**config.mk**
```make
export PLATFORM = sky130hd
export DESIGN_NAME = wfsf_front
export DESIGN_NICKNAME = d
export VERILOG_FILES = /design/src/sv/wfsf_pkg.sv /design/src/sv/wfsf_front.sv
export SDC_FILE = /design/constraint.sdc
export NUM_CORES = 1
export LEC_CHECK = 0
export ABC_AREA = 1
export BUFFER_PORTS_ARGS = -buffer_cell sky130_fd_sc_hd__buf_2
export CAP_MARGIN = 20
export CORE_AREA = 10 10 175 177
export CTS_CLUSTER_DIAMETER = 30
export CTS_CLUSTER_SIZE = 25
export DETAILED_ROUTE_END_ITERATION = 10
export DIE_AREA = 0 0 185 187
export GPL_TIMING_DRIVEN = 1
export PLACE_DENSITY_LB_ADDON = 0.05
export SLEW_MARGIN = 20
export SYNTH_ARGS = -nofsm -noshare
export SYNTH_HDL_FRONTEND = slang
export SYNTH_SLANG_ARGS = --single-unit
```
**constraint.sdc**
```tcl
create_clock -name clk_i -period 8.15 [get_ports clk_i]
set_input_delay 0 -clock clk_i [delete_from_list [all_inputs] [get_ports clk_i]]
set_output_delay 0 -clock clk_i [all_outputs]
set_load 0.03 [all_outputs]
```
**src/sv/wfsf_pkg.sv**
```systemverilog
// Package for the weighted flow split forwarder: types, codes, constants.
// No dependencies.
`default_nettype none
package wfsf_pkg;
  localparam int FlowEntriesDef = 64;
  localparam int ActionsDef     = 8;
  localparam int FracBitsDef    = 16;

  localparam logic [1:0] ModeAdd = 2'd0;
  localparam logic [1:0] ModeRec = 2'd1;
  localparam logic [1:0] ModeFwd = 2'd2;

  localparam logic [2:0] StOk        = 3'd0;
  localparam logic [2:0] StMiss      = 3'd1;
  localparam logic [2:0] StTableFull = 3'd2;
  localparam logic [2:0] StListFull  = 3'd3;
  localparam logic [2:0] StNoPort    = 3'd4;

  typedef enum logic [3:0] {
    S_IDLE, S_SCAN_RD, S_SCAN, S_ADD, S_FWD_RD, S_FWD_CMP, S_RC_FLOW, S_RC_CNT,
    S_RC_LOAD, S_RC_SORT, S_RC_DIV, S_RC_WAIT, S_OUT
  } state_e;

  typedef struct packed {
    logic [1:0]  mode;
    logic [31:0] src_ip;
    logic [31:0] dst_ip;
    logic [15:0] src_port;
    logic [15:0] dst_port;
    logic [7:0]  flow_protocol;
    logic [3:0]  port_index;
    logic [15:0] weight;
    logic [15:0] random_draw;
  } req_t;

  typedef struct packed {
    logic [3:0] chosen_port;
    logic [2:0] status;
  } rsp_t;
endpackage
`default_nettype wire

```
**src/sv/wfsf_front.sv**
```systemverilog
// Front end: takes requests into a short queue for the engine.
// Depends on wfsf_pkg.
`default_nettype none
module wfsf_front import wfsf_pkg::*; (
  input  wire       clk_i,
  input  wire       rst_ni,
  input  wire       in_valid_i,
  output logic      in_ready_o,
  input  wire req_t in_data_i,
  output logic      q_valid_o,
  input  wire       q_pop_i,
  output req_t      q_data_o
);
  req_t       mem_q [2];
  logic       wr_q, wr_d, rd_q, rd_d;
  logic [1:0] cnt_q, cnt_d;
  logic       push;

  assign in_ready_o = (cnt_q != 2'd2);
  assign push       = in_valid_i && in_ready_o;
  assign q_valid_o  = (cnt_q != 2'd0);
  assign q_data_o   = mem_q[rd_q];

  always_comb begin
    wr_d  = push ? ~wr_q : wr_q;
    rd_d  = q_pop_i ? ~rd_q : rd_q;
    cnt_d = cnt_q + {1'b0, push} - {1'b0, q_pop_i};
  end

  always_ff @(posedge clk_i or negedge rst_ni) begin
    if (!rst_ni) begin
      wr_q <= 1'b0; rd_q <= 1'b0; cnt_q <= 2'd0;
    end else begin
      wr_q <= wr_d; rd_q <= rd_d; cnt_q <= cnt_d;
    end
  end

  always_ff @(posedge clk_i) begin
    if (push) begin
      mem_q[wr_q] <= in_data_i;
    end
  end
endmodule
`default_nettype wire

```
## Word-level counts from Yosys, hierarchy flattened

Memories as Yosys holds them, arrays and structs flattened.
Cells that the tools add are included.
W data, S select, Z words.

- Bits in read-only memories: 0
- Memory bits (writable): 284
- Output and inout bits: 144
- Memories kept: 1
- Logic and storage cells: 13
- Bits in latches: 0
- Bits in registers: 4

Memory list:

| name | words | width | rd ports | clocked after Yosys merged registers in | wr ports | line | source |
|---|---|---|---|---|---|---|---|
| mem_q | 2 | 142 | 1 | 0 | 1 | wfsf_front.sv:14 | `req_t mem_q [2];` |

- Order comparisons: 0
- Bitwise logic cells: 2
- Shift operators: 0
- Divide/modulo/power cells: 0
- Equality and inequality tests: 1
- Muxes and demuxes: 2
- Reductions and logical operators: 2
- Add/subtract/negate cells: 2
- Multipliers: 0

Operators with widths:

| cell | number |
|---|---|
| $add A2 B1 Y2 | 1 |
| $mux W1 | 2 |
| $ne A2 B2 Y1 const B | 1 |
| $not A1 Y1 | 2 |
| $reduce_bool A2 Y1 | 1 |
| $sub A2 B1 Y2 | 1 |
| $logic_and A1 B1 Y1 | 1 |

## Depth between registers and ports, before layout

Gate-level depths: netlist (run 1).

- Word-level depth: 4
- Gate-level depth with buffers: 12
- Depth with buffers taken out: 12

## Least setup slack after synthesis (run 1)

Ideal clock, no wire load.

- Path kind: reg-to-reg
- From: reg cnt_q[1]
- To: mem mem_q[1][0] (netlist name), enable pin
- Clock period less this slack: 7,409 ps
- Path slack: 741 ps
- Path buffers: 0
- Stages on the path, launching flop included: 4
- Arrival: 6,762 ps
- Data required time: 7,503 ps
- Cell sequence: dfrtp_1 > nand2_1 > nand2_1 > nor2_1

- Cells in the longest elaborated chain, start to end: 4

Ends and longest elaborated chain:

| element | line | source |
|---|---|---|
| start: declaration | wfsf_front.sv:16 | `logic [1:0] cnt_q, cnt_d;` |
| start signal: assignment | wfsf_front.sv:34 | `wr_q <= wr_d; rd_q <= rd_d; cnt_q <= cnt_d;` |
| $ne A2 B2 Y1 | wfsf_front.sv:19 | `assign in_ready_o = (cnt_q != 2'd2);` |
| net in_ready_o | wfsf_front.sv:8 | `output logic in_ready_o,` |
| $logic_and A1 B1 Y1 | wfsf_front.sv:20 | `assign push = in_valid_i && in_ready_o;` |
| $mux W1 | wfsf_front.sv:39 | `if (push) begin` |
| $mux W1 (implied by the code) | wfsf_front.sv:40 | `mem_q[wr_q] <= in_data_i;` |
| end: declaration | wfsf_front.sv:14 |  |

The timed path passes the listed nets, and every way through them passes these cells.

## Worst setup path after layout (run 1)

- From: reg cnt_q[1]
- To: mem mem_q[0][92] (netlist name), enable pin

- Cells in the longest elaborated chain, start to end: 4

Ends and longest elaborated chain:

| element | line |
|---|---|
| $ne A2 B2 Y1 | wfsf_front.sv:19 |
| $logic_and A1 B1 Y1 | wfsf_front.sv:20 |
| $mux W1 | wfsf_front.sv:39 |
| $mux W1 (implied by the code) | wfsf_front.sv:40 |

Every way passes these cells.

==> reports/metrics.yaml, run 1 <==
clock_tree:
  ctsHtreeMaxLevel: 2
  cts_buffer_depth: 3
  cts_buffers: 60
  clk_pin_slew_ns: 0.05
  cts_root_buf: "clkbuf_16"
  cts_tree: "yes"
  cts_setup_buffers: 0
  cts.sinks: 288
  ctsHoldBuffers: 146
  ctsResizeCount: 0
  clock_latency_ns: 0.54
logic_synthesis:
  synth_top_area_frac: 0.795
  synth_commonest_cells: "edfxtp_1, mux2_2, mux2_4"
  yosysWarnings: 0
  synthMostInstantiatedCell: "edfxtp_1"
  ys_top_cells_by_area: "edfxtp_1, mux2_4, mux2_2, buf_6, dfrtp_1"
  synth_cell_types: 14
  synth_edf_count: 284
  synth_area_per_cell_um2: 22.9
  ys_seq_elements: 288
  syn_area_um2: 10700
  synthFlopType: "edfxtp_1"
  async_reset_ff_frac: 0.0139
  ys_seq_area_frac: 0.804
  syn_inst: 469
  yosysTopAreaCell: "edfxtp_1"
  syn_nets: 616
sta:
  whs_ns: 0.174
  hold_viol_final: 0
  min_period_ns: 3.46
  finalClockSkew_ns: 0.0165
  worst_pin_slew_ns: 0.972
  setup_tns_ns: 0
  maxSlewHeadroom: 0.352
  max_freq_mhz: 289
  rsz0062_at_grt: "no"
  final_max_slew_viol_count: 0
  setup_violations: 0
  period_share: 0.424
setup_path:
  end_kind: "flop"
  cp_max_fo: 60
  critPathLaunchType: "flop"
  cp.required_ns: 8.30
  cp-startpoint: "cnt_q[1]"
  worstPathArrival_ns: 3.61
  r2r_start: "cnt_q[1]"
  criticalPathCategory: "reg2reg"
pwr:
  p_leak_uw: 0.00631
  switching_power_uw: 2130
  irDropWorstVdd_uv: 284
  powerDensity_nw_per_um2: 401
  seqPwrFrac: 0.334
  power.internal_uw: 4250
  power_frac_comb: 0.320
  clkPwrFrac: 0.345
  switching_share: 0.334
detailed_routing:
  drtIter0Drc: 261
  wl_per_cell_um: 18.8
  wl_met1_um: 10100
  highest_layer: "met4"
  wl_um: 25500
  vias: 6129
  ant_nets: 0
  dr.pass1.iters: 4
  wl_met3_um: 2370
  wl_met2_um: 12300
  vias_per_cell: 4.53
  drc: 0
placed_design:
  hpwl_um: 16400
  dpl_cell_area_um2: 12500
  gp_congestion: 0.775
  io_buffers: 289
  dpl.cell_count: 1095
die:
  initial_utilization: 0.393
  die_area_um2: 34600
  num_rows: 61
  num_io_pins: 290
  core_area_um2: 27300
  die_width_um: 185
  die_y_um: 187
job:
  maxCapViolCount: 0
status:
  outcome: "complete, no violations"
layout:
  layout.cells.non_filler: 1352
  final_util: 0.582
  syn_to_final_growth_pct: 48.1
  stdcell_area_um2: 15900
  drive_above_1_share: 0.529
  layout.nets: 1104
global_route:
  grt_pass1_vias: 6996
  grt_antenna_before_repair: 1
  grt_first_pass_wirelength_um: 39000
  grt_max_degree: 64
  grt_usage: 0.144
  overflow: 0
hold_path:
  hold_class: "in2reg"
  worstHoldStart: "in_data_i[41]"
-- path summary, 6_finish.rpt --
check / endpoint / slack (ns) / cells after the start
max: mem_q[0][92] / 4.69 / 5
min: mem_q[1][41] / 0.17 / 2
max reg2reg: mem_q[0][92] / 4.69 / 5
min reg2reg: cnt_q[0] / 0.52 / 1
max in group asynchronous: rd_q / 7.56 / 3
min in group asynchronous: cnt_q[0] / 0.38 / 3
-- stage by stage --
stage          power, uW  setup WS, ns
6_report            6380          4.69
5_1_grt             6670          4.41
4_1_cts             6480          4.60
3_5_place_dp        4190          4.62
3_3_place_gp        4160          4.73
2_1_floorplan       3700         0.741
-- logic make-up (layout without fill, tap and decap cells) --
family,after synthesis,after routing,share of synthesized area
buf+inv,21,557,0.0145
mux,142,142,0.173
fa+ha+maj,1,1,0.00117
flops,288,288,0.804
compound gates,1,1,0.000466
other cells,0,1,0
simple gates,15,15,0.00571
xor+xnor,1,1,0.000816
-- sequential cells by signal, summed over array words and instances, names as in the netlist --
| name | cells |
|---|---|
| rd_q | 1 |
| cnt_q | 2 |
| mem_q | 284 |
| wr_q | 1 |
-- placed cells by master (no fill, tap or decap) --
cell,n
diode_2,1
clkinvlp_4,7
ha_1,1
bufinv_16,4
mux2_4,70
dlygate4sd3_1,146
clkinv_2,14
clkbuf_1,10
inv_6,1
nor2_1,1
mux2_2,72
nor2_4,2
nand3_1,1
a21oi_1,1
clkinv_1,9
edfxtp_1,284
clkbuf_16,61
buf_2,289
nand3b_1,1
buf_4,7
dfrtp_4,1
dfrtp_1,3
xor2_1,1
clkinv_4,4
inv_1,5
nand2_1,10
-- power groups by stage --
stage / registers [uW] / logic (uW) / clock network (uW)
detailed placement: 2160 / 2030 / 0
global placement: 2150 / 2020 / 0
CTS: 2140 / 2090 / 2250
finish: 2130 / 2040 / 2200
floorplan: 2180 / 1520 / 0
global route: 2160 / 2170 / 2340
-- layout make-up --
class,count,area (um^2)
Fill cell,2152,11400
Sequential cell,288,8630
Timing Repair Buffer,442,2960
Multi-Input combinational cell,160,1960
Clock buffer,71,1560
Tap cell,346,433
Clock inverter,39,320
Inverter,5,18.8
Antenna cell,1,2.50
-- worst max-delay path, cell delays in order, from the launching register on --
cell and delay, ns:
dfrtp_1 0.40, nand2_1 0.14, nand2_1 0.19, nor2_4 0.73, buf_4 0.75, buf_4 0.76
-- per-layer routing --
layer | track usage | vias up
li1 | - | 2856
met1 | 0.163 | 2975
met2 | 0.236 | 240
met3 | 0.0620 | 58
met4 | 0.0519 | 0
met5 | 0 | -
No activity file was read; power rests on OpenSTA's default activity.
==> run 2: changes to the inputs <==
--- a/config.mk
+++ b/config.mk
@@ -5,7 +5,7 @@
 export SDC_FILE = /design/constraint.sdc
 export NUM_CORES = 1
 export LEC_CHECK = 0
-export ABC_AREA = 1
+export ABC_AREA = 0
 export BUFFER_PORTS_ARGS = -buffer_cell sky130_fd_sc_hd__buf_2
 export CAP_MARGIN = 20
 export CORE_AREA = 10 10 175 177
==> constraint.sdc (replaced) <==
create_clock -name clk_i -period 3.2 [get_ports clk_i]
set_input_delay 0 -clock clk_i [delete_from_list [all_inputs] [get_ports clk_i]]
set_output_delay 0 -clock clk_i [all_outputs]
set_load 0.03 [all_outputs]
==> run 2 against run 1 <==
Against the previous run: final cell count decreased by 0.44%; cell area increased by 1.3%; count of clock-buffer cells in the layout decreased by 2; largest cell class unchanged.
==> reports/metrics.yaml, run 2 <==
layout:
  layout.nets: 1098
  fillers: 2122
  largest_register_ffs: 284
  layout_common_cells: "buf_2, edfxtp_1, dlygate4sd3_1, mux2_2, mux2_4"
  n_antenna_cell: 0
  top_regs: "mem_q (284), cnt_q (2)"
  regArea_um2: 8630
  largest_register: "mem_q"
  multi_input_area_um2: 1990
  drive_above_1_share: 0.542
  layout.cells.non_filler: 1346
  stdcell_area_um2: 16100
  final_common_cell: "buf_2"
  syn_to_final_growth_pct: 50.2
logic_synthesis:
  synth_top_family_by_area: "multiplexers"
  ys_seq_elements: 288
  synthMuxAreaShare: 0.174
  syn_inst: 459
  syn_area_um2: 10700
  yosys.area_share.simple: 0.00315
  synth_commonest_cells: "edfxtp_1, mux2_2, mux2_4"
  yosysWarnings: 0
  synth_area_per_cell_um2: 23.4
  synth_top_area_frac: 0.795
  synthMostInstantiatedCell: "edfxtp_1"
  yosysTopAreaCell: "edfxtp_1"
  ys_seq_area_frac: 0.805
  synth_edf_count: 284
  synth_compound_area_frac: 0.00140
  syn_nets: 606
  async_reset_ff_frac: 0.0139
  synthAdderAreaFrac: 0.00117
  yosys.area_share.xor_xnor: 0.00327
  synthFlopType: "edfxtp_1"
  ys_top_cells_by_area: "edfxtp_1, mux2_4, mux2_2, buf_6, dfrtp_1"
  synth_cell_types: 17
sta:
  final_max_slew_viol_count: 0
  maxSlewHeadroom: 0.507
  rsz0062_at_grt: "no"
  worst_pin_slew_ns: 0.739
  setup_violations: 0
  setup_tns_ns: 0
  max_freq_mhz: 409
  hold_viol_final: 0
  period_share: 0.764
  finalClockSkew_ns: 0.0135
  min_period_ns: 2.45
  whs_ns: 0.154
placed_design:
  hpwl_um: 16600
  io_buffers: 289
  gp_congestion: 0.756
  dpl_cell_area_um2: 12600
  dpl.cell_count: 1088
hold_path:
  hold_class: "in2reg"
clock_tree:
  ctsHtreeMaxLevel: 2
  clk_pin_slew_ns: 0.05
  cts_setup_buffers: 0
  ctsResizeCount: 0
  cts_buffers: 61
  cts.sinks: 288
  cts_tree: "yes"
  clock_latency_ns: 0.56
  cts_root_buf: "clkbuf_16"
  cts_buffer_depth: 3
die:
  core_area_um2: 27300
  initial_utilization: 0.392
  num_io_pins: 290
  die_width_um: 185
  die_y_um: 187
  num_rows: 61
  die_area_um2: 34600
global_route:
  grt_max_degree: 93
  grt_usage: 0.145
  overflow: 0
  grt_antenna_before_repair: 1
  grt_pass1_vias: 7150
  grt_first_pass_wirelength_um: 39200
detailed_routing:
  drtIter0Drc: 202
  dr.pass1.iters: 4
  wl_per_cell_um: 18.9
  ant_nets: 0
  vias_per_cell: 4.56
  drc: 0
  wl_um: 25400
  vias: 6142
pwr:
  p_leak_uw: 0.00638
  powerDensity_nw_per_um2: 1040
  irDropWorstVdd_uv: 592
  p_total_uw: 16700
setup_path:
  end_kind: "primary output"
  criticalPathCategory: "reg2out"
  cp.required_ns: 3.20
  cp_max_fo: 38
  worstPathArrival_ns: 2.45
  critPathLaunchType: "flop"
status:
  outcome: "complete, no violations"
job:
  maxCapViolCount: 0
==> run 2: cell types whose count changed after synthesis, moves of 2 or more <==
cell | before | now
inv_1 | 5 | 0
xnor2_1 | 0 | 3
nor2_1 | 3 | 1
nand2_1 | 10 | 1
==> run 2: what timing repair did <==
action	4_1_cts	5_1_grt
endpoints found under the hold margin	292	0
endpoints found under the setup margin	0	0
hold buffers	146	0
==> run 2: layer usage <==
layer  vias up  wire [um]  global-route usage
met3        45       2200              0.0577
met1      3020       9730               0.158
met5         -          7                   0
li1       2846          -                   -
met2       229      13000               0.250
met4         2        477              0.0472
==> run 2: logic make-up (layout without fill, tap and decap cells) <==
group / count (synthesis) / after routing
AO/OA/AOI/OAI: 2 / 2
flip-flops: 288 / 288
AND/OR/NAND/NOR: 6 / 6
multiplexers: 142 / 142
buffers and inverters: 16 / 557
XOR/XNOR: 4 / 4
adder cells (fa/ha/maj): 1 / 1
==> run 2: final timing paths <==
path                          startpoint           end  slack, ns  cells past startpoint
max                                 rd_q  q_data_o[22]       0.75                      3
min                        in_data_i[42]  mem_q[0][42]       0.15                      2
max reg2reg                     cnt_q[0]  mem_q[1][46]       1.23                      3
min reg2reg                         wr_q          wr_q       0.56                      1
max in group asynchronous         rst_ni          rd_q       2.61                      3
min in group asynchronous         rst_ni      cnt_q[0]       0.39                      3
==> run 2: stage by stage <==
stage / utilization / setup slack [ns]
finish: 0.589 / 0.755
global route: 0.589 / 0.625
CTS: 0.589 / 0.675
detailed placement: 0.462 / 1.17
global placement: 0.462 / 1.24
floorplan: - / 0.0287
==> run 2: cell type report <==
cell class / instances / area share
Timing Repair Buffer: 445 / 0.188
Clock inverter: 43 / 0.0276
Multi-Input combinational cell: 155 / 0.123
Clock buffer: 69 / 0.0980
Tap cell: 346 / 0.0269
Sequential cell: 288 / 0.536
==> run 2: worst max-delay path: stages, from the launching register on <==
cell and delay (ns):
dfrtp_4 0.88, buf_12 0.36, mux2_2 0.37, buf_2 0.19
==> run 2: where the power goes <==
| part | switching, uW | internal, uW | total (uW) |
|---|---|---|---|
| clock | 1930 | 4080 | 6010 |
| sequential | 321 | 5170 | 5490 |
| combinational | 3270 | 1970 | 5240 |
==> run 3: changes to the inputs <==
==> constraint.sdc (replaced) <==
create_clock -name clk_i -period 2.2 [get_ports clk_i]
set_input_delay 0 -clock clk_i [delete_from_list [all_inputs] [get_ports clk_i]]
set_output_delay 0 -clock clk_i [all_outputs]
set_load 0.03 [all_outputs]
==> run 3 against run 2 <==
Against the previous run: cell area increased by 1.7%; critical path depth unchanged; count of clock-buffer cells in the layout unchanged; final cell count increased by 1.4%; utilization increased by 1.0 points; sequential share of layout area decreased by 0.90 points; non-clock buffer count increased by 12; clock power increased by 46%; largest power group unchanged.
==> reports/metrics.yaml, run 3 (synthesis gave the netlist of run 2 again) <==
pwr:
  irDropWorstVdd_uv: 912
  powerDensity_nw_per_um2: 1520
  p_leak_uw: 0.00649
  p_total_uw: 24800
detailed_routing:
  dr.pass1.iters: 4
  wl_um: 25800
  vias: 6162
  ant_nets: 0
  vias_per_cell: 4.51
  drc: 0
  wl_per_cell_um: 18.9
  drtIter0Drc: 229
die:
  die_y_um: 187
  initial_utilization: 0.392
  die_area_um2: 34600
  die_width_um: 185
  num_rows: 61
  num_io_pins: 290
  core_area_um2: 27300
clock_tree:
  cts_tree: "yes"
  cts_root_buf: "clkbuf_16"
  cts_buffers: 61
  clock_latency_ns: 0.56
  cts_buffer_depth: 3
  ctsHtreeMaxLevel: 2
  clk_pin_slew_ns: 0.05
  cts.sinks: 288
hold_path:
  min_to: "mem_q[0][15]"
  worstHoldStart: "in_data_i[15]"
  hold_depth: 2
  hold_class: "in2reg"
global_route:
  grt_first_pass_wirelength_um: 40400
  overflow: 0
  grt_max_degree: 37
  grt_pass1_vias: 7128
  grt_antenna_before_repair: 3
  grt_usage: 0.148
setup_path:
  criticalPathCategory: "reg2out"
  worstReg2RegEnd: "mem_q[1][65]"
  critPathLaunchType: "flop"
  ff2ff_setup_slack_ns: 0.51
  worstPathArrival_ns: 2.02
  r2r_start: "cnt_q[0]"
  end_kind: "primary output"
  critPathSlowestCell: "dfrtp_4"
  path_cells: "buf_4 -> mux2_2 -> buf_2"
  reg2regPathDepth: 3
  path_buf_inv: 2
  path_delay_family: "flip-flops"
  crit_cells: 3
  max_stage_delay_ns: 0.64
  cp_max_fo: 12
  cp.required_ns: 2.20
placed_design:
  dpl.cell_count: 1098
  io_buffers: 289
  gp_congestion: 0.755
  hpwl_um: 17500
sta:
  rsz0062_at_grt: "no"
  max_freq_mhz: 495
  maxSlewHeadroom: 0.673
  whs_ns: 0.162
  worst_pin_slew_ns: 0.490
  hold_viol_final: 0
  period_share: 0.918
  min_period_ns: 2.02
  finalClockSkew_ns: 0.0132
  setup_tns_ns: 0
  setup_violations: 0
  final_max_slew_viol_count: 0
layout:
  layout.cells.non_filler: 1365
  syn_to_final_growth_pct: 52.8
  fillers: 2057
  final_common_cell: "buf_2"
  layout_common_cells: "buf_2, edfxtp_1, dlygate4sd3_1, mux2_2, mux2_4"
  largest_register: "mem_q"
  layout.nets: 1110
  top_regs: "mem_q (284), cnt_q (2)"
  largest_register_ffs: 284
  drive_above_1_share: 0.550
status:
  outcome: "complete, no violations"
job:
  maxCapViolCount: 0
run 3: cell count changes in the layout (fill, tap and decap cells not counted), sizes merged:
cell,delta
bufinv,+1
diode,+3
clkinvlp,+2
clkinv,+4
inv,-3
buf,+12
run 3: worst max-delay path by stage:
stage | start | to | slack (ns)
floorplan | cnt_q[0] | mem_q[0][0] | -0.97
global placement | rd_q | q_data_o[26] | 0.47
CTS | rd_q | q_data_o[49] | 0.008
global route | rd_q | q_data_o[49] | 0.08
finish | rd_q | q_data_o[47] | 0.18
detailed placement | rd_q | q_data_o[49] | 0.45
run 3: cell type report:
type                            instances  area [um^2]  area share
Multi-Input combinational cell        155         1990       0.121
Sequential cell                       288         8630       0.527
Clock inverter                         47          493      0.0301
Tap cell                              346          433      0.0264
Clock buffer                           69         1560      0.0950
Timing Repair Buffer                  457         3270       0.200
Antenna cell                            3         7.51    0.000458
run 3: layer usage:
metal / track usage / part of all wire / routed length, um
met1: 0.170 / 0.40 / 10200
met2: 0.248 / 0.49 / 12700
met3: 0.0573 / 0.089 / 2290
met4: 0.0491 / 0.021 / 534
met5: 0 / 0 / 0
run 3: metrics by stage:
stage / instance area, um^2 / utilization / setup slack (ns)
after floorplan: 10700 / - / -0.971
after global placement: 12800 / 0.469 / 0.475
after detailed placement: 12800 / 0.469 / 0.445
after CTS: 16400 / 0.599 / 0.00803
after global routing: 16400 / 0.599 / 0.0842
final: 16400 / 0.599 / 0.180
run 3: power by group:
part	switching (uW)	internal, uW
logic	4960	3210
clock network	2800	5990
registers	375	7510
run 3: what timing repair did:
| action | 4_1_cts | 5_1_grt |
|---|---|---|
| endpoints found under the setup margin | 114 | 11 |
| gates resized for setup | 0 | 0 |
| endpoints found under the hold margin | 293 | 0 |
| pin swaps | 0 | 0 |
| hold buffers | 146 | 0 |
| buffers inserted | 1 | 1 |
